$ cat src/hw/rtl/argm_pkg.sv
// Shared constants, types and helper functions for the audio resample gain mixer.
`default_nettype none

package argm_pkg;

    // Fixed-point layout of the resampling phase.
    localparam int FRAC_BITS   = 10;
    localparam int PHASE_W     = 17;
    localparam int ONE_POS     = 1 << FRAC_BITS;
    localparam int MIN_STEP    = 16;
    localparam int MAX_RESULTS = 64;
    localparam int COUNT_W     = $clog2(MAX_RESULTS);

    // Field widths.
    localparam int RAW_W     = 16;
    localparam int FRAMES_W  = 16;
    localparam int GAIN_W    = 12;
    localparam int STEP_W    = 16;
    localparam int SAMPLE_W  = 17;
    localparam int PROD_W    = SAMPLE_W + GAIN_W + 1;
    localparam int CONTRIB_W = 32;
    localparam int CFG_IDX_W = 3;
    localparam int CFG_DATA_W = 16;

    // Sample format codes.
    localparam logic [1:0] FMT_U8  = 2'd0;
    localparam logic [1:0] FMT_S8  = 2'd1;
    localparam logic [1:0] FMT_U16 = 2'd2;
    localparam logic [1:0] FMT_S16 = 2'd3;

    // Configuration register indexes.
    localparam logic [CFG_IDX_W-1:0] REG_SAMPLE_FORMAT  = 3'd0;
    localparam logic [CFG_IDX_W-1:0] REG_SOURCE_STEREO  = 3'd1;
    localparam logic [CFG_IDX_W-1:0] REG_DEST_STEREO    = 3'd2;
    localparam logic [CFG_IDX_W-1:0] REG_LEFT_GAIN      = 3'd3;
    localparam logic [CFG_IDX_W-1:0] REG_RIGHT_GAIN     = 3'd4;
    localparam logic [CFG_IDX_W-1:0] REG_STEP_INCREMENT = 3'd5;

    // Load strobes for the shared gain multiplier.
    typedef struct packed {
        logic load_left;
        logic load_right;
    } mul_ctrl_t;

    // Removes the format center from a raw sample.
    function automatic logic signed [SAMPLE_W-1:0] centre(
        input logic [1:0]       fmt,
        input logic [RAW_W-1:0] raw
    );
        logic signed [SAMPLE_W-1:0] val;
        case (fmt)
            FMT_U8:  val = $signed({9'd0, raw[7:0]}) - 17'sd127;
            FMT_S8:  val = SAMPLE_W'($signed(raw[7:0]));
            FMT_U16: val = $signed({1'b0, raw}) - 17'sd32767;
            FMT_S16: val = SAMPLE_W'($signed(raw));
            default: val = '0;
        endcase
        return val;
    endfunction

endpackage

`default_nettype wire

$ cat src/hw/rtl/argm_frame_if.sv
// Source frame channel: valid/ready handshake with one raw frame per transfer.
`default_nettype none

interface argm_frame_if;
    logic                           valid;
    logic                           ready;
    logic [argm_pkg::RAW_W-1:0]     raw_left;
    logic [argm_pkg::RAW_W-1:0]     raw_right;
    logic                           start_of_call;
    logic [argm_pkg::FRAMES_W-1:0]  frames_wanted;
    logic                           last_source_frame;

    modport source (
        output valid, raw_left, raw_right, start_of_call, frames_wanted, last_source_frame,
        input  ready
    );
    modport sink (
        input  valid, raw_left, raw_right, start_of_call, frames_wanted, last_source_frame,
        output ready
    );
endinterface

`default_nettype wire

$ cat src/hw/rtl/argm_contrib_if.sv
// Result channel: valid/ready handshake with one output frame contribution per transfer.
`default_nettype none

interface argm_contrib_if;
    logic                                  valid;
    logic                                  ready;
    logic signed [argm_pkg::CONTRIB_W-1:0] contribution_left;
    logic signed [argm_pkg::CONTRIB_W-1:0] contribution_right;
    logic                                  last_of_item;
    logic [argm_pkg::FRAMES_W-1:0]         frames_written;
    logic [argm_pkg::FRAMES_W-1:0]         next_source_index;
    logic                                  call_done;

    modport source (
        output valid, contribution_left, contribution_right, last_of_item,
               frames_written, next_source_index, call_done,
        input  ready
    );
    modport sink (
        input  valid, contribution_left, contribution_right, last_of_item,
               frames_written, next_source_index, call_done,
        output ready
    );
endinterface

`default_nettype wire

$ cat src/hw/rtl/audio_resample_gain_mixer.sv
// Top level of the nearest-neighbor audio resampler with stereo gain.
// Usage:
// Source frames arrive on the "frames" channel and output frame contributions leave on
// the "contrib" channel; both use valid/ready and a transfer happens when both are high.
// Configuration registers are written through cfg_write_en, cfg_index and cfg_data while
// the block is idle; indexes follow the register list (format, source stereo, destination
// stereo, left gain, right gain, step increment).
// Each accepted frame runs through a small sequencer: the one shared multiplier forms
// the left product, then the right product, a scale step shifts and saturates, then
// one output frame per cycle is produced while the receiver does not stall, up to 64.
// The frame channel is ready only while the sequencer is idle; it is ready again while
// the last result still sits in the output register.
// When the receiver stalls, the output register holds its result and the sequencer
// waits. Reset clears the call state, so frames are ignored until a start of call
// arrives, and restores the configuration defaults (signed 16 bit, mono source,
// stereo destination, unity gains, unity step).
`default_nettype none

module audio_resample_gain_mixer #(
    parameter int MIX_BITS = 28
) (
    input  wire logic                                 clk,
    input  wire logic                                 rst_n,
    input  wire logic                                 cfg_write_en,
    input  wire logic [argm_pkg::CFG_IDX_W-1:0]       cfg_index,
    input  wire logic [argm_pkg::CFG_DATA_W-1:0]      cfg_data,
    argm_frame_if.sink                                frames,
    argm_contrib_if.source                            contrib
);

    // Shift that brings a product to the mix scale for 8-bit and 16-bit formats.
    localparam int SHIFT8  = MIX_BITS - 8 - argm_pkg::FRAC_BITS;
    localparam int SHIFT16 = MIX_BITS - 16 - argm_pkg::FRAC_BITS;
    localparam int SHIFT_W = $clog2(SHIFT8 + 1);
    localparam int SUM_W   = argm_pkg::PROD_W + 1;
    localparam int WIDE_W  = SUM_W + SHIFT8;
    localparam int PW      = argm_pkg::PHASE_W;
    localparam int FW      = argm_pkg::FRAMES_W;
    localparam int CW      = argm_pkg::CONTRIB_W;

    typedef enum logic [2:0] {
        ST_IDLE,
        ST_MUL_L,
        ST_MUL_R,
        ST_SCALE,
        ST_EMIT,
        ST_STATUS
    } state_t;

    // Configuration registers.
    logic [1:0]                      fmt_reg;
    logic                            src_stereo_reg;
    logic                            dst_stereo_reg;
    logic [argm_pkg::GAIN_W-1:0]     left_gain_reg;
    logic [argm_pkg::GAIN_W-1:0]     right_gain_reg;
    logic [argm_pkg::STEP_W-1:0]     step_reg;

    // Sequencer and call state.
    state_t                          state_reg;
    logic [PW-1:0]                   phase_reg;
    logic [FW-1:0]                   frames_left_reg;
    logic [FW-1:0]                   frames_done_reg;
    logic [FW-1:0]                   source_count_reg;
    logic [argm_pkg::COUNT_W-1:0]    n_reg;
    logic [argm_pkg::RAW_W-1:0]      raw_left_reg;
    logic [argm_pkg::RAW_W-1:0]      raw_right_reg;
    logic                            last_reg;
    logic signed [CW-1:0]            cl_reg;
    logic signed [CW-1:0]            cr_reg;

    // Output register.
    logic                            out_valid_reg;
    logic signed [CW-1:0]            out_left_reg;
    logic signed [CW-1:0]            out_right_reg;
    logic                            out_last_reg;
    logic [FW-1:0]                   out_written_reg;
    logic [FW-1:0]                   out_index_reg;
    logic                            out_done_reg;

    // Multiplier hookup.
    argm_pkg::mul_ctrl_t                 mul_ctrl;
    logic signed [argm_pkg::SAMPLE_W-1:0] left_val;
    logic signed [argm_pkg::SAMPLE_W-1:0] right_val;
    logic signed [argm_pkg::SAMPLE_W-1:0] mul_sample;
    logic [argm_pkg::GAIN_W-1:0]          mul_gain;
    logic signed [argm_pkg::PROD_W-1:0]   left_prod;
    logic signed [argm_pkg::PROD_W-1:0]   right_prod;

    // Scaling.
    logic                            mix_mono;
    logic [SHIFT_W-1:0]              base_shift;
    logic [SHIFT_W-1:0]              left_shift;
    logic signed [SUM_W-1:0]         left_sum;
    logic signed [WIDE_W-1:0]        wide_left;
    logic signed [WIDE_W-1:0]        wide_right;

    // Resampling step.
    logic [argm_pkg::STEP_W-1:0]     step_eff;
    logic [PW-1:0]                   phase_new;
    logic [FW-1:0]                   frames_left_dec;
    logic [FW-1:0]                   frames_done_inc;
    logic [PW-1:0]                   index_raw;
    logic [PW-1:0]                   index_lim;
    logic [PW-1:0]                   index_out;
    logic                            in_loop;
    logic                            final_out;
    logic                            out_free;
    logic [FW-1:0]                   call_frames;

    function automatic logic signed [CW-1:0] sat32(input logic signed [WIDE_W-1:0] v);
        logic [WIDE_W-CW:0] top;
        logic signed [CW-1:0] res;
        top = v[WIDE_W-1:CW-1];
        if ((&top) || !(|top))
        begin
            res = v[CW-1:0];
        end
        else if (v[WIDE_W-1])
        begin
            res = {1'b1, {(CW-1){1'b0}}};
        end
        else
        begin
            res = {1'b0, {(CW-1){1'b1}}};
        end
        return res;
    endfunction

    // Configuration writes.
    always_ff @(posedge clk or negedge rst_n)
    begin
        if (!rst_n)
        begin
            fmt_reg        <= argm_pkg::FMT_S16;
            src_stereo_reg <= 1'b0;
            dst_stereo_reg <= 1'b1;
            left_gain_reg  <= argm_pkg::GAIN_W'(1024);
            right_gain_reg <= argm_pkg::GAIN_W'(1024);
            step_reg       <= argm_pkg::STEP_W'(1024);
        end
        else if (cfg_write_en)
        begin
            case (cfg_index)
                argm_pkg::REG_SAMPLE_FORMAT:  fmt_reg        <= cfg_data[1:0];
                argm_pkg::REG_SOURCE_STEREO:  src_stereo_reg <= cfg_data[0];
                argm_pkg::REG_DEST_STEREO:    dst_stereo_reg <= cfg_data[0];
                argm_pkg::REG_LEFT_GAIN:      left_gain_reg  <= cfg_data[argm_pkg::GAIN_W-1:0];
                argm_pkg::REG_RIGHT_GAIN:     right_gain_reg <= cfg_data[argm_pkg::GAIN_W-1:0];
                argm_pkg::REG_STEP_INCREMENT: step_reg       <= cfg_data[argm_pkg::STEP_W-1:0];
                default: ;
            endcase
        end
    end

    // The multiplier takes the left operands in the MUL_L state and the right ones in the MUL_R state.
    assign left_val  = argm_pkg::centre(fmt_reg, raw_left_reg);
    assign right_val = src_stereo_reg ? argm_pkg::centre(fmt_reg, raw_right_reg) : left_val;

    always_comb
    begin
        mul_ctrl.load_left  = (state_reg == ST_MUL_L);
        mul_ctrl.load_right = (state_reg == ST_MUL_R);
        mul_sample          = (state_reg == ST_MUL_R) ? right_val : left_val;
        mul_gain            = (state_reg == ST_MUL_R) ? right_gain_reg : left_gain_reg;
    end

    argm_gain_unit u_gain (
        .clk        (clk),
        .ctrl       (mul_ctrl),
        .sample     (mul_sample),
        .gain       (mul_gain),
        .left_prod  (left_prod),
        .right_prod (right_prod)
    );

    // A stereo source into a mono destination sums both products and shifts one less.
    assign mix_mono   = src_stereo_reg && !dst_stereo_reg;
    assign base_shift = fmt_reg[1] ? SHIFT_W'(SHIFT16) : SHIFT_W'(SHIFT8);
    assign left_shift = mix_mono ? base_shift - SHIFT_W'(1) : base_shift;
    assign left_sum   = mix_mono ? SUM_W'(left_prod) + SUM_W'(right_prod) : SUM_W'(left_prod);
    assign wide_left  = WIDE_W'(left_sum) <<< left_shift;
    assign wide_right = WIDE_W'(right_prod) <<< base_shift;

    // One output frame per cycle while out_free: advance the phase, count down, find the source index.
    assign step_eff = (step_reg < argm_pkg::STEP_W'(argm_pkg::MIN_STEP))
                      ? argm_pkg::STEP_W'(argm_pkg::MIN_STEP) : step_reg;
    assign phase_new       = phase_reg + PW'(step_eff);
    assign frames_left_dec = frames_left_reg - FW'(1);
    assign frames_done_inc = frames_done_reg + FW'(1);
    assign index_lim       = PW'(source_count_reg) + PW'(1);
    assign index_raw       = PW'(source_count_reg) + PW'(phase_new[PW-1:argm_pkg::FRAC_BITS]);
    assign index_out       = (last_reg && (index_raw > index_lim)) ? index_lim : index_raw;
    assign in_loop         = (phase_reg < PW'(argm_pkg::ONE_POS));
    assign final_out       = (phase_new >= PW'(argm_pkg::ONE_POS))
                             || (frames_left_dec == '0)
                             || (n_reg == argm_pkg::COUNT_W'(argm_pkg::MAX_RESULTS - 1));
    assign out_free        = !out_valid_reg || contrib.ready;
    assign call_frames     = frames.start_of_call ? frames.frames_wanted : frames_left_reg;

    always_ff @(posedge clk or negedge rst_n)
    begin
        if (!rst_n)
        begin
            state_reg        <= ST_IDLE;
            phase_reg        <= '0;
            frames_left_reg  <= '0;
            frames_done_reg  <= '0;
            source_count_reg <= '0;
            n_reg            <= '0;
            raw_left_reg     <= '0;
            raw_right_reg    <= '0;
            last_reg         <= 1'b0;
            cl_reg           <= '0;
            cr_reg           <= '0;
            out_valid_reg    <= 1'b0;
            out_left_reg     <= '0;
            out_right_reg    <= '0;
            out_last_reg     <= 1'b0;
            out_written_reg  <= '0;
            out_index_reg    <= '0;
            out_done_reg     <= 1'b0;
        end
        else
        begin
            if (out_valid_reg && contrib.ready)
            begin
                out_valid_reg <= 1'b0;
            end
            case (state_reg)
                ST_IDLE:
                begin
                    if (frames.valid)
                    begin
                        raw_left_reg  <= frames.raw_left;
                        raw_right_reg <= frames.raw_right;
                        last_reg      <= frames.last_source_frame;
                        n_reg         <= '0;
                        if (frames.start_of_call)
                        begin
                            phase_reg        <= '0;
                            frames_done_reg  <= '0;
                            source_count_reg <= '0;
                            frames_left_reg  <= frames.frames_wanted;
                        end
                        // Without an active call the frame is dropped with no result.
                        if (call_frames != '0)
                        begin
                            state_reg <= ST_MUL_L;
                        end
                    end
                end
                ST_MUL_L:
                begin
                    state_reg <= ST_MUL_R;
                end
                ST_MUL_R:
                begin
                    state_reg <= ST_SCALE;
                end
                ST_SCALE:
                begin
                    cl_reg    <= sat32(wide_left);
                    cr_reg    <= dst_stereo_reg ? sat32(wide_right) : '0;
                    state_reg <= ST_EMIT;
                end
                ST_EMIT:
                begin
                    if (in_loop)
                    begin
                        if (out_free)
                        begin
                            out_valid_reg   <= 1'b1;
                            out_left_reg    <= cl_reg;
                            out_right_reg   <= cr_reg;
                            out_last_reg    <= final_out;
                            out_written_reg <= frames_done_inc;
                            out_index_reg   <= index_out[FW-1:0];
                            out_done_reg    <= (frames_left_dec == '0) || (last_reg && final_out);
                            frames_done_reg <= frames_done_inc;
                            n_reg           <= n_reg + argm_pkg::COUNT_W'(1);
                            phase_reg       <= phase_new;
                            frames_left_reg <= frames_left_dec;
                            if (final_out)
                            begin
                                state_reg <= ST_IDLE;
                                if (frames_left_dec != '0)
                                begin
                                    if (phase_new >= PW'(argm_pkg::ONE_POS))
                                    begin
                                        phase_reg <= phase_new - PW'(argm_pkg::ONE_POS);
                                    end
                                    source_count_reg <= source_count_reg + FW'(1);
                                    if (last_reg)
                                    begin
                                        frames_left_reg <= '0;
                                    end
                                end
                            end
                        end
                    end
                    else
                    begin
                        // The frame is skipped; a last frame still reports the end of the call.
                        phase_reg        <= phase_reg - PW'(argm_pkg::ONE_POS);
                        source_count_reg <= source_count_reg + FW'(1);
                        if (last_reg)
                        begin
                            frames_left_reg <= '0;
                            state_reg       <= ST_STATUS;
                        end
                        else
                        begin
                            state_reg <= ST_IDLE;
                        end
                    end
                end
                ST_STATUS:
                begin
                    if (out_free)
                    begin
                        out_valid_reg   <= 1'b1;
                        out_left_reg    <= '0;
                        out_right_reg   <= '0;
                        out_last_reg    <= 1'b1;
                        out_written_reg <= frames_done_reg;
                        out_index_reg   <= source_count_reg;
                        out_done_reg    <= 1'b1;
                        state_reg       <= ST_IDLE;
                    end
                end
                default:
                begin
                    state_reg <= ST_IDLE;
                end
            endcase
        end
    end

    assign frames.ready               = (state_reg == ST_IDLE);
    assign contrib.valid              = out_valid_reg;
    assign contrib.contribution_left  = out_left_reg;
    assign contrib.contribution_right = out_right_reg;
    assign contrib.last_of_item       = out_last_reg;
    assign contrib.frames_written     = out_written_reg;
    assign contrib.next_source_index  = out_index_reg;
    assign contrib.call_done          = out_done_reg;

    // A frame only reaches the emit step with output frames still owed.
    a_emit_has_frames: assert property (@(posedge clk) disable iff (!rst_n)
        state_reg == ST_EMIT |-> frames_left_reg != '0)
        else $error("emit step entered with no frames left");

    // The status result is only sent once the call has been closed.
    a_status_closed: assert property (@(posedge clk) disable iff (!rst_n)
        state_reg == ST_STATUS |-> frames_left_reg == '0)
        else $error("status result pending while the call is still open");

    // The result that ends a call is always the final one of its frame.
    a_done_is_last: assert property (@(posedge clk) disable iff (!rst_n)
        out_valid_reg && out_done_reg |-> out_last_reg)
        else $error("call_done without last_of_item");

    // The right product always follows the left one on the shared multiplier.
    a_mul_order: assert property (@(posedge clk) disable iff (!rst_n)
        state_reg == ST_MUL_L |=> state_reg == ST_MUL_R)
        else $error("multiplier sequence broken");

endmodule

`default_nettype wire

$ cat src/hw/rtl/argm_gain_unit.sv
// Shared sample-by-gain multiplier with registered left and right products.
`default_nettype none

module argm_gain_unit (
    input  wire logic                                clk,
    input  wire argm_pkg::mul_ctrl_t                 ctrl,
    input  wire logic signed [argm_pkg::SAMPLE_W-1:0] sample,
    input  wire logic [argm_pkg::GAIN_W-1:0]          gain,
    output logic signed [argm_pkg::PROD_W-1:0]        left_prod,
    output logic signed [argm_pkg::PROD_W-1:0]        right_prod
);

    logic signed [argm_pkg::PROD_W-1:0] product;

    // The gain is unsigned, so it enters the signed multiply with a zero on top.
    assign product = argm_pkg::PROD_W'(sample * $signed({1'b0, gain}));

    always_ff @(posedge clk)
    begin
        if (ctrl.load_left)
        begin
            left_prod <= product;
        end
        if (ctrl.load_right)
        begin
            right_prod <= product;
        end
    end

endmodule

`default_nettype wire

$ cat src/flat_wrapper.sv
// flat-port wrapper written by rule: the top's interface ports become plain ports
module audio_resample_gain_mixer_flat 
#(
    parameter int MIX_BITS = 28
)
  (clk, rst_n, cfg_write_en, cfg_index, cfg_data, frames_valid, frames_raw_left, frames_raw_right, frames_start_of_call, frames_frames_wanted, frames_last_source_frame, frames_ready, contrib_valid, contrib_contribution_left, contrib_contribution_right, contrib_last_of_item, contrib_frames_written, contrib_next_source_index, contrib_call_done, contrib_ready);
  argm_frame_if frames_i ();
  argm_contrib_if contrib_i ();
  input  wire logic clk;
  input  wire logic rst_n;
  input  wire logic cfg_write_en;
  input  wire logic [argm_pkg::CFG_IDX_W-1:0] cfg_index;
  input  wire logic [argm_pkg::CFG_DATA_W-1:0] cfg_data;
  input wire logic [$bits(frames_i.valid)-1:0] frames_valid;
  input wire logic [$bits(frames_i.raw_left)-1:0] frames_raw_left;
  input wire logic [$bits(frames_i.raw_right)-1:0] frames_raw_right;
  input wire logic [$bits(frames_i.start_of_call)-1:0] frames_start_of_call;
  input wire logic [$bits(frames_i.frames_wanted)-1:0] frames_frames_wanted;
  input wire logic [$bits(frames_i.last_source_frame)-1:0] frames_last_source_frame;
  output wire logic [$bits(frames_i.ready)-1:0] frames_ready;
  output wire logic [$bits(contrib_i.valid)-1:0] contrib_valid;
  output wire logic [$bits(contrib_i.contribution_left)-1:0] contrib_contribution_left;
  output wire logic [$bits(contrib_i.contribution_right)-1:0] contrib_contribution_right;
  output wire logic [$bits(contrib_i.last_of_item)-1:0] contrib_last_of_item;
  output wire logic [$bits(contrib_i.frames_written)-1:0] contrib_frames_written;
  output wire logic [$bits(contrib_i.next_source_index)-1:0] contrib_next_source_index;
  output wire logic [$bits(contrib_i.call_done)-1:0] contrib_call_done;
  input wire logic [$bits(contrib_i.ready)-1:0] contrib_ready;
  assign frames_i.valid = frames_valid;
  assign frames_i.raw_left = frames_raw_left;
  assign frames_i.raw_right = frames_raw_right;
  assign frames_i.start_of_call = frames_start_of_call;
  assign frames_i.frames_wanted = frames_frames_wanted;
  assign frames_i.last_source_frame = frames_last_source_frame;
  assign frames_ready = frames_i.ready;
  assign contrib_valid = contrib_i.valid;
  assign contrib_contribution_left = contrib_i.contribution_left;
  assign contrib_contribution_right = contrib_i.contribution_right;
  assign contrib_last_of_item = contrib_i.last_of_item;
  assign contrib_frames_written = contrib_i.frames_written;
  assign contrib_next_source_index = contrib_i.next_source_index;
  assign contrib_call_done = contrib_i.call_done;
  assign contrib_i.ready = contrib_ready;
  audio_resample_gain_mixer #(.MIX_BITS(MIX_BITS)) u_core (.clk(clk), .rst_n(rst_n), .cfg_write_en(cfg_write_en), .cfg_index(cfg_index), .cfg_data(cfg_data), .frames(frames_i), .contrib(contrib_i));
endmodule
$ cat config.mk
export PLATFORM = sky130hd
export DESIGN_NAME = audio_resample_gain_mixer_flat
export DESIGN_NICKNAME = d
export VERILOG_FILES = /design/src/hw/rtl/argm_pkg.sv /design/src/hw/rtl/argm_frame_if.sv /design/src/hw/rtl/argm_contrib_if.sv /design/src/hw/rtl/audio_resample_gain_mixer.sv /design/src/hw/rtl/argm_gain_unit.sv /design/src/flat_wrapper.sv
export SDC_FILE = /design/constraint.sdc
export NUM_CORES = 1
export LEC_CHECK = 0
export BUFFER_PORTS_ARGS = -buffer_cell sky130_fd_sc_hd__buf_2
export CELL_PAD_IN_SITES_DETAIL_PLACEMENT = 0
export CELL_PAD_IN_SITES_GLOBAL_PLACEMENT = 1
export CORE_ASPECT_RATIO = 0.9
export CORE_MARGIN = 1
export CORE_UTILIZATION = 48
export DETAILED_ROUTE_END_ITERATION = 10
export GPL_ROUTABILITY_DRIVEN = 0
export GPL_TIMING_DRIVEN = 0
export PLACE_DENSITY = 0.77
export SLEW_MARGIN = 10
export SYNTH_ARGS = -nofsm -noshare
export SYNTH_HDL_FRONTEND = slang
export SYNTH_SLANG_ARGS = --single-unit
$ cat constraint.sdc
create_clock -name clk -period 9.1 [get_ports clk]
set_clock_uncertainty 0.1 [all_clocks]
set_input_delay 0.91 -clock clk [delete_from_list [all_inputs] [get_ports clk]]
set_output_delay 0.91 -clock clk [all_outputs]
set_load 0.03 [all_outputs]
* Word level (Yosys, flattened, before mapping)
Index checks and enable logic that the tools add are counted.
Storage, ports and cells: input port bits 74, register bits 374, word-level logic and storage cells 190
Cells by class: eq/ne operators 24, $mul 1, $lt $le $gt $ge 4, reductions and logical operators 40, shift operators 2, multiplexer cells 78, $add $sub $neg 15
Operators with widths (count):
- $mux 16 | 22
- $mux 32 | 10
- $pmux 16 s2 | 5
- $mux 17 | 9
- $pmux 17 s4 | 2
- $pmux 32 s2 | 2
- $sshl 30x4->41 | 1
- $sshl 31x4->41 | 1
- $pmux 17 s2 | 1
- $sub 16x15->17 const B | 2
- $sub 17x11->17 const B | 2
- $add 16x1->16 const B | 2
- $reduce_bool 16->1 | 2
- $add 30x30->31 | 1
- $mux 31 | 1
- $mul 17x13->30 | 1
- $mux 3 | 7
- $reduce_and 10->1 | 2
- $reduce_or 10->1 | 2
- $mux 6 | 3
- $pmux 3 s6 | 1
- $sub 8x7->9 const B | 2
- $add 16x1->17 const B | 1
- $add 16x7->17 | 1
- other kinds (34) | 81

* Depth between registers and ports, before layout
Gate-level depths: netlist of run 1.
depth in word-level cells 11, depth in mapped cells 32, gate-level depth less buffers 31

* Modules after synthesis
Synthesis of run 1 repeated with hierarchy kept, for this count alone.
Second synthesis, totals: cell total of the unflattened synthesis 3181, area, all modules 29285.6 um2
By module, submodules not included:
- audio_resample_gain_mixer | cells each 2220, sequential area each 7815.0 um2, times used 1, area an instance 19775.2 um2
- argm_gain_unit | cells each 961, sequential area each 1801.7 um2, times used 1, area an instance 9510.4 um2

* Least setup slack after synthesis of run 1
Ideal clock, no wire load.
kind reg2reg, start point register u_core.state_reg[0], end point register u_core.u_gain.left_prod[29] (netlist name), data pin, clock period less this slack 7.674 ns, setup time 0.264 ns, cell stages (with the launch flop) 25, slack 1.426 ns, arrival 7.309 ns, path through dfrtp_1 > nor3b_1 > clkbuf_1 > mux2i_1 > nor2_1 > fa_1 > inv_1 > fa_1 > inv_1 > fa_1 > inv_1 > fa_1 > fa_1 > inv_1 > ha_1 > and4_1 > a221oi_1 > o22ai_1 > nand3_1 > a31oi_1 > a211o_1 > a21oi_1 > o21bai_1 > a21oi_1 > xnor2_1
On the way: word-level cells in the longest chain between the ends 3, elaborated cells between the ends (all ways) 4, those cells by class mul (1); eq/ne (1); mux (2)
Ends and longest elaborated chain:
- start, declared | line audio_resample_gain_mixer.sv:59 | state_t state_reg;
- start signal, assigned | line audio_resample_gain_mixer.sv:204 | state_reg <= ST_IDLE;
- start signal, assigned | line audio_resample_gain_mixer.sv:248 | state_reg <= ST_MUL_L;
- start signal, assigned | line audio_resample_gain_mixer.sv:254 | state_reg <= ST_MUL_R;
- $eq 3x2->1 (*) | line audio_resample_gain_mixer.sv:163, audio_resample_gain_mixer.sv:164
- $mux 17 or $mux 12 (tied branches) | line audio_resample_gain_mixer.sv:163, audio_resample_gain_mixer.sv:164
- $mul 17x13->30 (*) | line argm_gain_unit.sv:16 | assign product = argm_pkg::PROD_W'(sample * $signed({1'b0, gain}));
- via u_core.u_gain.product (one bit) | line argm_gain_unit.sv:13 | logic signed [argm_pkg::PROD_W-1:0] product;
- end signal, assigned | line argm_gain_unit.sv:22 | left_prod <= product;
- end, declared | line argm_gain_unit.sv:9 | output logic signed [argm_pkg::PROD_W-1:0] left_prod,
Mark *: on every way through the listed nets, which the timed path passes. The rest lies on a longest branch. A chain may end at the register's enable or synchronous reset.

* Worst setup path after layout of run 1
start point register u_core.raw_right_reg[1] (netlist name), end point register u_core.u_gain.right_prod[29] (netlist name), data pin
On the way: word-level cells in the longest chain between the ends 5, elaborated cells between the ends (all ways) 6, those cells by class add/sub (2); mul (1); mux (3)
Ends and longest elaborated chain:
- start, declared | line audio_resample_gain_mixer.sv:66 | logic [argm_pkg::RAW_W-1:0] raw_right_reg;
- start signal, assigned | line audio_resample_gain_mixer.sv:235 | raw_right_reg <= frames.raw_right;
- $sub 16x15->17 or $sub 8x7->9 (tied branches) | line argm_pkg.sv:54, argm_pkg.sv:52
- $pmux 17 s4 (*) | line argm_pkg.sv:51 | case (fmt)
- $mux 17 (*) | line audio_resample_gain_mixer.sv:157 | assign right_val = src_stereo_reg ? argm_pkg::centre(fmt_reg, raw_right_reg) : left_val;
- $mux 17 (*) | line audio_resample_gain_mixer.sv:163 | mul_sample = (state_reg == ST_MUL_R) ? right_val : left_val;
- $mul 17x13->30 (*) | line argm_gain_unit.sv:16
- via u_core.u_gain.product (one bit) | line argm_gain_unit.sv:13
- end signal, assigned | line argm_gain_unit.sv:26 | right_prod <= product;
- end, declared | line argm_gain_unit.sv:10 | output logic signed [argm_pkg::PROD_W-1:0] right_prod
Marks and branches as above.

==> results of run 1 <==
==> worst min path at each step <==
stage / from / to / slack, ps / cells past startpoint
2_1_floorplan: u_core.cl_reg[5]$_DFFE_PN0P_ / u_core.cl_reg[5]$_DFFE_PN0P_ / 340 / 2
3_3_place_gp: u_core.contrib.contribution_left[14]$_DFFE_PN0P_ / u_core.contrib.contribution_left[14]$_DFFE_PN0P_ / 350 / 2
3_5_place_dp: u_core.contrib.contribution_left[11]$_DFFE_PN0P_ / u_core.contrib.contribution_left[11]$_DFFE_PN0P_ / 350 / 2
4_1_cts: rst_n / u_core.contrib.frames_written[4]$_DFFE_PN0P_ / 150 / 1
5_1_grt: rst_n / u_core.contrib.frames_written[4]$_DFFE_PN0P_ / 180 / 1
6_report: rst_n / u_core.contrib.frames_written[4]$_DFFE_PN0P_ / 150 / 1
==> final cells by class <==
| cell class | instances | share of cell area, % |
|---|---|---|
| plain buffers | 181 | 2.19 |
| inverters | 293 | 3.36 |
| clock buffers | 62 | 3.63 |
| well taps | 783 | 3.00 |
| clock inverters | 17 | 0.566 |
| flip-flops and latches | 372 | 29.4 |
| multi-input cells | 2450 | 54.8 |
| repair buffers | 179 | 3.04 |
| diodes | 1 | 0.00765 |
==> layer usage <==
layer | track usage, % | share of wire [%]
met1 | 39.4 | 46
met2 | 43.6 | 44
met3 | 4.63 | 6.9
met4 | 8.93 | 3.1
met5 | 0 | 0.063
==> through the flow <==
step           setup slack, ps  area, µm²  instances  hold slack, ps
6_report                   642      32700       4338             149
5_1_grt                   17.4      32700       4337             176
4_1_cts                   95.3      32700       4337             153
3_5_place_dp               107      31300       4258             351
3_3_place_gp              -438      31200       4251             348
2_1_floorplan             1430      29300       3296             338
==> synthesized netlist by cell type (19+ instances only) <==
cell	n
sky130_fd_sc_hd__nor3_1	42
sky130_fd_sc_hd__nor2_1	208
sky130_fd_sc_hd__o21a_1	22
sky130_fd_sc_hd__a211oi_1	21
sky130_fd_sc_hd__xnor2_1	82
sky130_fd_sc_hd__or3_1	19
sky130_fd_sc_hd__nand2b_1	21
sky130_fd_sc_hd__o31ai_1	32
sky130_fd_sc_hd__mux2_2	59
sky130_fd_sc_hd__clkbuf_1	150
sky130_fd_sc_hd__ha_1	149
sky130_fd_sc_hd__nand4_1	22
sky130_fd_sc_hd__edfxtp_1	60
sky130_fd_sc_hd__mux2i_1	56
sky130_fd_sc_hd__a21oi_1	156
sky130_fd_sc_hd__a21o_1	33
sky130_fd_sc_hd__nand2_1	587
sky130_fd_sc_hd__a31oi_1	30
sky130_fd_sc_hd__nand3_1	120
sky130_fd_sc_hd__xor2_1	46
sky130_fd_sc_hd__o21ai_0	173
sky130_fd_sc_hd__and3_1	37
sky130_fd_sc_hd__o211ai_1	36
sky130_fd_sc_hd__fa_1	191
sky130_fd_sc_hd__inv_1	293
sky130_fd_sc_hd__and2_1	43
sky130_fd_sc_hd__dfrtp_1	306
==> logic make-up after synthesis <==
group                    Yosys count  share of synthesized area (%)
multiplexers                     119                           4.37
AND/OR/NAND/NOR                 1201                           18.7
AO/OA/AOI/OAI                    662                           14.7
flip-flops                       372                           32.8
XOR/XNOR                         128                           3.82
buffers and inverters            474                           6.17
adder cells (fa/ha/maj)          340                           19.4
==> flow_results.org, run 1 <==
** Drt
- WL/cell :: 19.8 µm
- The first routing iteration left 1876 violations.
- After detailed routing, the number of remaining DRC violations is 0.
- Once detail routing completed, the nets flagged for antenna violations numbered 0.
- The detailed router placed about 25000 vias in this run.
- First drt pass iteration count :: 5
- The routed design has 85900 µm of wire.
- Dividing the detail-routed via count by the number of cells gives 5.70.

** Clock network
- Maximum level of the CTS H-tree :: 2
- Number of clock sinks :: 372
- The clock reaches the later pin of the worst-skew pair after ~580 ps.
- In this run the clock root is driven by a sky130_fd_sc_hd__clkbuf_16.
- CTS tree :: done
- Clock-pin slew of the registers on the worst-case setup and hold paths :: around 60 ps
- In this run, CTS created clock tree buffers numbering 43.
- After clock tree synthesis, the repair step resized 0 gates.
- Buffers inserted by post-CTS timing repair :: 0
- Hold buffer count at CTS :: 0
- No sink is reached through more buffers than the 3 on the longest clock path.

** Worst setup path
- Buffering stage count on the worst path with inverters included :: 6
- Counting buffers and inverters, the worst setup path is 27 cells deep.
- Along the worst path, the maximum fanout reaches 10.
- In this run the critical register-to-register path is launched from u_core.raw_right_reg[1]$_DFFE_PN0P_.
- Data on the critical path is required at its endpoint by 9360 ps.
- In this run the worst setup path terminates at u_core.u_gain.right_prod[29]$_DFFE_PP_.
- Crit path max-delay family :: adder cells
- Critical Path Sink Type :: flop
- The endpoint identified for the worst register-to-register timing path is u_core.u_gain.right_prod[29]$_DFFE_PP_.
- Tracing the worst setup path back leads to its startpoint at u_core.raw_right_reg[1]$_DFFE_PN0P_.
- At the worst endpoint, the arrival time is 8710 ps.
- Startpoint types :: flop
- For flop-to-flop paths, the worst setup slack is 640 ps.
- The slowest stage of the critical path is the sky130_fd_sc_hd__o31ai_1 cell.
- Critical path class :: reg2reg
- Worst r2r path cells :: 27
- In this design, the stage delay of the slowest critical-path cell is about 900 ps.

** Synth
- After synthesis the cells add up to a little under 30000 µm².
- Cell taking the most area after synthesis :: sky130_fd_sc_hd__dfrtp_1
- Share of the synthesized area in the top cell type :: a little over a quarter
- Synth unique cells :: 98
- Average size of a mapped cell :: approximately 8.9 µm²
- Ranked by total cell area, the synthesized netlist is headed by sky130_fd_sc_hd__dfrtp_1 26%, sky130_fd_sc_hd__fa_1 13%, sky130_fd_sc_hd__nand2_1 7.5%.
- Yosys printed 0 warnings.
- Synthesis handed over a netlist of 3296 instances.
- Synthesis-stage register bit count :: around 370
- For this run, the leading register cell type out of synthesis is sky130_fd_sc_hd__dfrtp_1.
- Number of synthesized flops with an enable pin :: 60
- Share of the yosys chip area belonging to registers :: 32.8%
- Counting every net in the synthesized netlist gives 3710.
- For this run, asynchronously set or reset flops after synthesis account for 83.9%.

** STA
- Number of slew-limit violations in the final report :: 0
- Measured against its own limit, the worst slew margin works out to 20.9%.
- In the finished design, the share of the clock period the worst path needs comes to 92.9%.
- Timing-limited maximum frequency :: 0.118 GHz
- Setup violations remaining at the end of the flow were counted as 0.
- The count of final hold-check violations came to 0.
- Final sum of negative setup slack :: 0 ps
- For the pin with the worst max-slew slack, the measured transition is 1180 ps.
- Final critical path time including I/O delays and setup :: 8460 ps
- RSZ-0062 raised after global routing :: false

** Final layout
- Fraction of layout instances using a drive strength above 1 :: 10.3%
- Most used cells in the layout excluding fill and tap cells :: 587 x sky130_fd_sc_hd__nand2_1, 306 x sky130_fd_sc_hd__dfrtp_1, 293 x sky130_fd_sc_hd__inv_1
- Leaving out fill and tap cells, the most frequent cell in the layout is sky130_fd_sc_hd__nand2_1.
- Compared with the post-synthesis result, the final layout area differs by 11.5%.
- The layout has 5577 filler cells.
- For this run, the share of the core covered by cells in the final layout is 54.4%.
- Summing all multi-input logic gate instances after layout gives 17900 µm².
- For this run, the post-layout net count is 3934.
- Summing all flip-flop and latch instances after layout gives 9620 µm².

** Global route
- The number of global-route vias before repair was approximately 25000.
- The first global-routing pass estimated between 100000 and 150000 µm of wire.
- Largest net degree at the start of global routing :: 96
- Initial antenna violation count :: 6
- Leftover overflow at the end of global routing :: 0
- Global routing used between 20% and 30% of the available tracks.

** Die
- Die footprint :: 62100 µm²
- Core region area :: ~60000 µm²
- Floorplan die width :: approximately 260 µm
- Std-Cell Rows :: 85
- For this configuration, the core starts out at a cell density of 48.8%.
- Measured along the y axis, the die boundary spans roughly 240 µm.
- Pin placement for this block handled 174 I/O pins.

** Hold path
- In this run the worst hold path is classified as in2async.

** Placement
- During placement, the flow inserted port buffers numbering 172.
- Total half-perimeter wirelength after legalization and detailed placement :: just under 70000 µm

** Job
- Reported max-cap violation count :: 0

** Status
- Result of the run :: completed
Power of run 1 is not shown: default switching activity piles up to over one toggle a cycle in this logic, so the estimate is an artifact.
==> inputs of run 2 (changes only) <==
--- a/config.mk
+++ b/config.mk
@@ -10,12 +10,13 @@
 export CELL_PAD_IN_SITES_GLOBAL_PLACEMENT = 1
 export CORE_ASPECT_RATIO = 0.9
 export CORE_MARGIN = 1
-export CORE_UTILIZATION = 48
+export CORE_UTILIZATION = 49
 export DETAILED_ROUTE_END_ITERATION = 10
 export GPL_ROUTABILITY_DRIVEN = 0
 export GPL_TIMING_DRIVEN = 0
-export PLACE_DENSITY = 0.77
+export PLACE_DENSITY = 0.78
 export SLEW_MARGIN = 10
 export SYNTH_ARGS = -nofsm -noshare
 export SYNTH_HDL_FRONTEND = slang
+export SYNTH_HIERARCHICAL = 1
 export SYNTH_SLANG_ARGS = --single-unit
==> run 2 against run 1 <==
Global-route usage up 0.55 points. Highest routed layer is now met4. Register-to-register slack worse by 80 ps. Design area down 0.15%. Setup slack worse by 76 ps. Non-clock buffer count down 3. Hold slack better by 130 ps. Die area down 2.2%. Final cell count down 2.9%.
==> flow_results.org, run 2 <==
** Synth
- Average size of a mapped cell :: 9.21 µm² (was 8.90 µm²)
- The multiplexer area fraction after synthesis was 4.10% (was 4.37%).
- Area share of fa/ha/maj cells after synthesis :: 19.4% (about the same)
- The post-synthesis register bit count came to 372 (unchanged).
- The most area-hungry cell type in the Yosys netlist is sky130_fd_sc_hd__dfrtp_1 (unchanged).
- Area contributors post-synth: sky130_fd_sc_hd__dfrtp_1 26%, sky130_fd_sc_hd__fa_1 13%, sky130_fd_sc_hd__ha_1 6.4% (was sky130_fd_sc_hd__dfrtp_1 26%, sky130_fd_sc_hd__fa_1 13%, sky130_fd_sc_hd__nand2_1 7.5%).
- Post-synthesis cell area :: 29300 µm² (about the same)
- Synth Area in Compound Gates :: 16.5% (was 14.7%)
- Most used standard cells in the synthesized netlist: 409 x sky130_fd_sc_hd__nand2_1, 314 x sky130_fd_sc_hd__inv_1, 306 x sky130_fd_sc_hd__dfrtp_1, 191 x sky130_fd_sc_hd__fa_1, 178 x sky130_fd_sc_hd__o21ai_0 (was 587 x sky130_fd_sc_hd__nand2_1, 306 x sky130_fd_sc_hd__dfrtp_1, 293 x sky130_fd_sc_hd__inv_1, 208 x sky130_fd_sc_hd__nor2_1, 191 x sky130_fd_sc_hd__fa_1).
- Share of the synthesized area in the top cell type :: 26.1% (about the same)
- The most used flip-flop cell after synthesis is sky130_fd_sc_hd__dfrtp_1 (unchanged).
- Most used standard cell by instance count after synthesis :: sky130_fd_sc_hd__nand2_1 (unchanged)
- Share of the yosys chip area belonging to registers :: 32.8% (about the same)
- The synthesized netlist net count came to 3595 (was 3710).
- The combinational family with the most area after synthesis was adder cells (unchanged).
- Simple-Gate Fraction of Synth Area :: 16.8% (was 18.7%)
- Share of async-settable or async-resettable flops after synthesis :: 83.9% (unchanged)
- Xor-xnor portion of the synthesized cell area :: 3.79% (was 3.82%)
- Number of instances in the synthesized netlist :: 3181 (was 3296)
- Synth unique cells :: 107 (was 98)
- Number of synthesized flops with an enable pin :: 60 (unchanged)
- Count of yosys warnings during synthesis :: 6 (was 0)

** Clock network
- The maximum buffer depth of the clock tree was 3 (unchanged).
- Number of buffers created by CTS :: 42 (was 43)
- Number of clock sinks :: 372 (unchanged)
- CTS root buffer :: sky130_fd_sc_hd__clkbuf_16 (unchanged)
- Clock-pin slew of the registers on the worst-case setup and hold paths :: 60 ps (about the same)
- The TritonCTS clock tree is done (unchanged).
- Clock latency on the worst-skew pair :: 580 ps (about the same)
- The total of hold buffers inserted after clock tree synthesis was 0 (unchanged).
- The CTS H-tree depth came to 2 (unchanged).

** STA
- Timing-limited maximum frequency :: 0.117 GHz (was 0.118 GHz)
- Final period util :: 93.8% (was 92.9%)
- Final hold violation count :: 0 (unchanged)
- The final critical-path required period was 8530 ps (was 8460 ps).
- RSZ-0062 raised after global routing: false (unchanged).
- The pin slew with the least headroom to its limit came to 1100 ps (was 1180 ps).
- The minimum setup slack in the final design was 565 ps (was 642 ps).
- Number of setup violations in the final report :: 0 (unchanged)
- Hold_ws :: 280 ps (was 149 ps)
- The number of slew-limit violations in the final report was 0 (unchanged).
- Slew Limit Headroom :: 26.0% (was 20.9%)

** Job
- Reported max-cap violation count :: 0 (unchanged)

** Die
- The starting utilization of the core area came to 49.8% (was 48.8%).
- The placeable core region was 58800 µm² (was 60100 µm²).
- Overall die height :: 234 µm (was 236 µm)
- The horizontal extent of the die is 260 µm (was 263 µm).
- Top-level I/O count :: 174 (unchanged)
- The die footprint is 60700 µm² (was 62100 µm²).
- Std-Cell Rows :: 84 (was 85)

** Final layout
- Most used cells in the layout excluding fill and tap cells: 409 x sky130_fd_sc_hd__nand2_1, 314 x sky130_fd_sc_hd__inv_1, 306 x sky130_fd_sc_hd__dfrtp_1 (was 587 x sky130_fd_sc_hd__nand2_1, 306 x sky130_fd_sc_hd__dfrtp_1, 293 x sky130_fd_sc_hd__inv_1).
- The area growth from synthesis to layout was 11.5% (about the same).
- The footprint of the flip-flops and latches came to 9620 µm² (unchanged).
- Layout Cells excl Fill :: 4211 (was 4338)
- The filler cell count in the final layout is 5397 (was 5577).
- Fraction of layout instances using a drive strength above 1 :: 11.6% (was 10.3%)
- The most common cell after layout, fill and taps aside is sky130_fd_sc_hd__nand2_1 (unchanged).
- The total area of multi-input combinational cells came to 17800 µm² (was 17900 µm²).
- Final #Nets :: 3815 (was 3934)

** Drt
- First drt pass iteration count :: 6 (was 5)
- The routed length per instance was 20.2 µm (was 19.8 µm).
- The post-detailed-route count of antenna-violating nets came to 0 (unchanged).
- # DRC :: 0 (unchanged)
- Detailed Route WL :: 84900 µm (was 85900 µm)
- Via/cell ratio :: 5.80 (was 5.70)
- The routed via count was 24400 (was 24700).
- The starting DRC count in detailed routing was 2089 (was 1876).

** Hold path
- The type of the worst min-delay path was in2async (unchanged).

** Global route
- Leftover overflow at the end of global routing :: 0 (unchanged)
- The wire length of the first global-routing pass came to 135000 µm (was 137000 µm).
- Largest net degree at the start of global routing :: 111 (was 96)
- Tot GR Track Use :: 28.4% (was 27.9%)
- Number of global-route vias before repair :: 24200 (was 24600)
- Initial antenna violation count :: 4 (was 6)

** Worst setup path
- Launching point of the worst reg2reg path :: u_core/fmt_reg[1]$_DFFE_PN1P_ (was u_core.raw_right_reg[1]$_DFFE_PN0P_)
- The reg-to-reg critical path endpoint is u_core/u_gain/right_prod[29]$_DFFE_PP_ (was u_core.u_gain.right_prod[29]$_DFFE_PP_).
- Critical path origin :: u_core/fmt_reg[1]$_DFFE_PN1P_ (was u_core.raw_right_reg[1]$_DFFE_PN0P_)
- Setup slack of the worst register-to-register path :: 570 ps (was 640 ps)
- The critical path class is reg2reg (unchanged).
- Startpoint types :: flop (unchanged)
- Endpoint of the most critical setup path :: u_core/u_gain/right_prod[29]$_DFFE_PP_ (was u_core.u_gain.right_prod[29]$_DFFE_PP_)
- The critical path arrival is 8740 ps (was 8710 ps).
- Required time reported for the critical path endpoint :: 9310 ps (was 9360 ps)
- The cell count of the worst reg-to-reg path came to 23 (was 27).
- Crit Path Max Fanout :: 19 (was 10)
- Critical Path Sink Type :: flop (unchanged)

** Status
- Result of the run: completed (unchanged).

** Placement
- Total of buffers placed on input and output ports :: 173 (was 172)
- Placed cells :: 4133 (was 4258)
- The HPWL after detailed placement is 68100 µm (was 68700 µm).
- Worst slack after detailed placement :: -462 ps (was 107 ps)
run 2: changes by cell type in the layout (fill, tap and decap cells not counted), sizes merged, moves of 18 or more:
cell	before	now
nand2	587	411
and2	43	109
inv	293	316
a22o	1	70
o211ai	36	18
nor2	208	178
nand3	120	80
o22ai	13	35
run 2: cells by family after synthesis:
| logic type | count (synthesis) |
|---|---|
| multiplexers | 108 |
| AO/OA/AOI/OAI | 728 |
| adder cells (fa/ha/maj) | 340 |
| AND/OR/NAND/NOR | 1012 |
| XOR/XNOR | 126 |
| buffers and inverters | 495 |
| flip-flops | 372 |
run 2: per-layer routing:
layer / GRT usage (%) / part of all wire, % / vias up
li1: - / - / 11400
met1: 40.3 / 46 / 12000
met2: 45.5 / 45 / 883
met3: 4.03 / 6.8 / 127
met4: 7.61 / 2.4 / 0
met5: 0 / 0 / -
run 2: what timing repair did:
item | CTS | global route
buffers inserted | 0 | 1
gates resized for setup | 4 | 2
endpoints found under the hold margin | 0 | 0
setup endpoints to repair | 18 | 24
pin swaps | 0 | 1
run 2: layout make-up:
cell class                 count  share of cell area [%]
buffer                       178                    2.23
tap                          774                    2.97
clock buffer                  58                    3.66
clock inverter                19                   0.621
inverter                     314                    3.61
multi-input combinational   2314                    54.4
timing repair buffer         179                    2.98
antenna                        3                  0.0230
sequential                   372                    29.5
run 2: worst max-delay path: stages (launching register included):
cell,delay (ps)
sky130_fd_sc_hd__dfstp_2,740
sky130_fd_sc_hd__clkbuf_2,400
sky130_fd_sc_hd__clkbuf_2,610
sky130_fd_sc_hd__nand2_1,240
sky130_fd_sc_hd__a22oi_1,350
sky130_fd_sc_hd__clkbuf_1,460
sky130_fd_sc_hd__nand2_1,150
sky130_fd_sc_hd__fa_1,550
sky130_fd_sc_hd__inv_1,50
sky130_fd_sc_hd__fa_1,510
sky130_fd_sc_hd__fa_1,460
sky130_fd_sc_hd__fa_1,540
sky130_fd_sc_hd__inv_1,50
sky130_fd_sc_hd__fa_1,520
sky130_fd_sc_hd__inv_1,40
sky130_fd_sc_hd__ha_1,260
sky130_fd_sc_hd__clkbuf_1,250
sky130_fd_sc_hd__a21oi_1,150
sky130_fd_sc_hd__o21ai_1,200
sky130_fd_sc_hd__a211oi_1,80
sky130_fd_sc_hd__a21oi_1,500
sky130_fd_sc_hd__o2bb2ai_1,310
sky130_fd_sc_hd__a221oi_1,220
sky130_fd_sc_hd__xnor2_1,490
run 2: worst min path at each step:
| stage | to | startpoint | slack [ps] | depth (start not counted) |
|---|---|---|---|---|
| after floorplan | u_core/cr_reg[31]$_DFFE_PN0P_ | u_core/cr_reg[31]$_DFFE_PN0P_ | 340 | 2 |
| final | u_core/frames_done_reg[12]$_DFFE_PN0P_ | rst_n | 280 | 1 |
| after detailed placement | u_core/contrib.frames_written[10]$_DFFE_PN0P_ | u_core/contrib.frames_written[10]$_DFFE_PN0P_ | 360 | 2 |
| after global placement | u_core/contrib.frames_written[10]$_DFFE_PN0P_ | u_core/contrib.frames_written[10]$_DFFE_PN0P_ | 360 | 2 |
| after global routing | u_core/frames_done_reg[12]$_DFFE_PN0P_ | rst_n | 340 | 1 |
| after CTS | u_core/frames_done_reg[9]$_DFFE_PN0P_ | rst_n | 300 | 1 |
run 2: stage by stage:
step | cell area [µm²] | setup TNS (ps) | utilization [%]
after floorplan | 29300 | 0 | -
after global placement | 31100 | -13900 | 53.0
after detailed placement | 31200 | -3820 | 53.1
after CTS | 32600 | 0 | 55.5
after global routing | 32600 | 0 | 55.6
final | 32600 | 0 | 55.6
Power of run 2 is left out for the same reason.
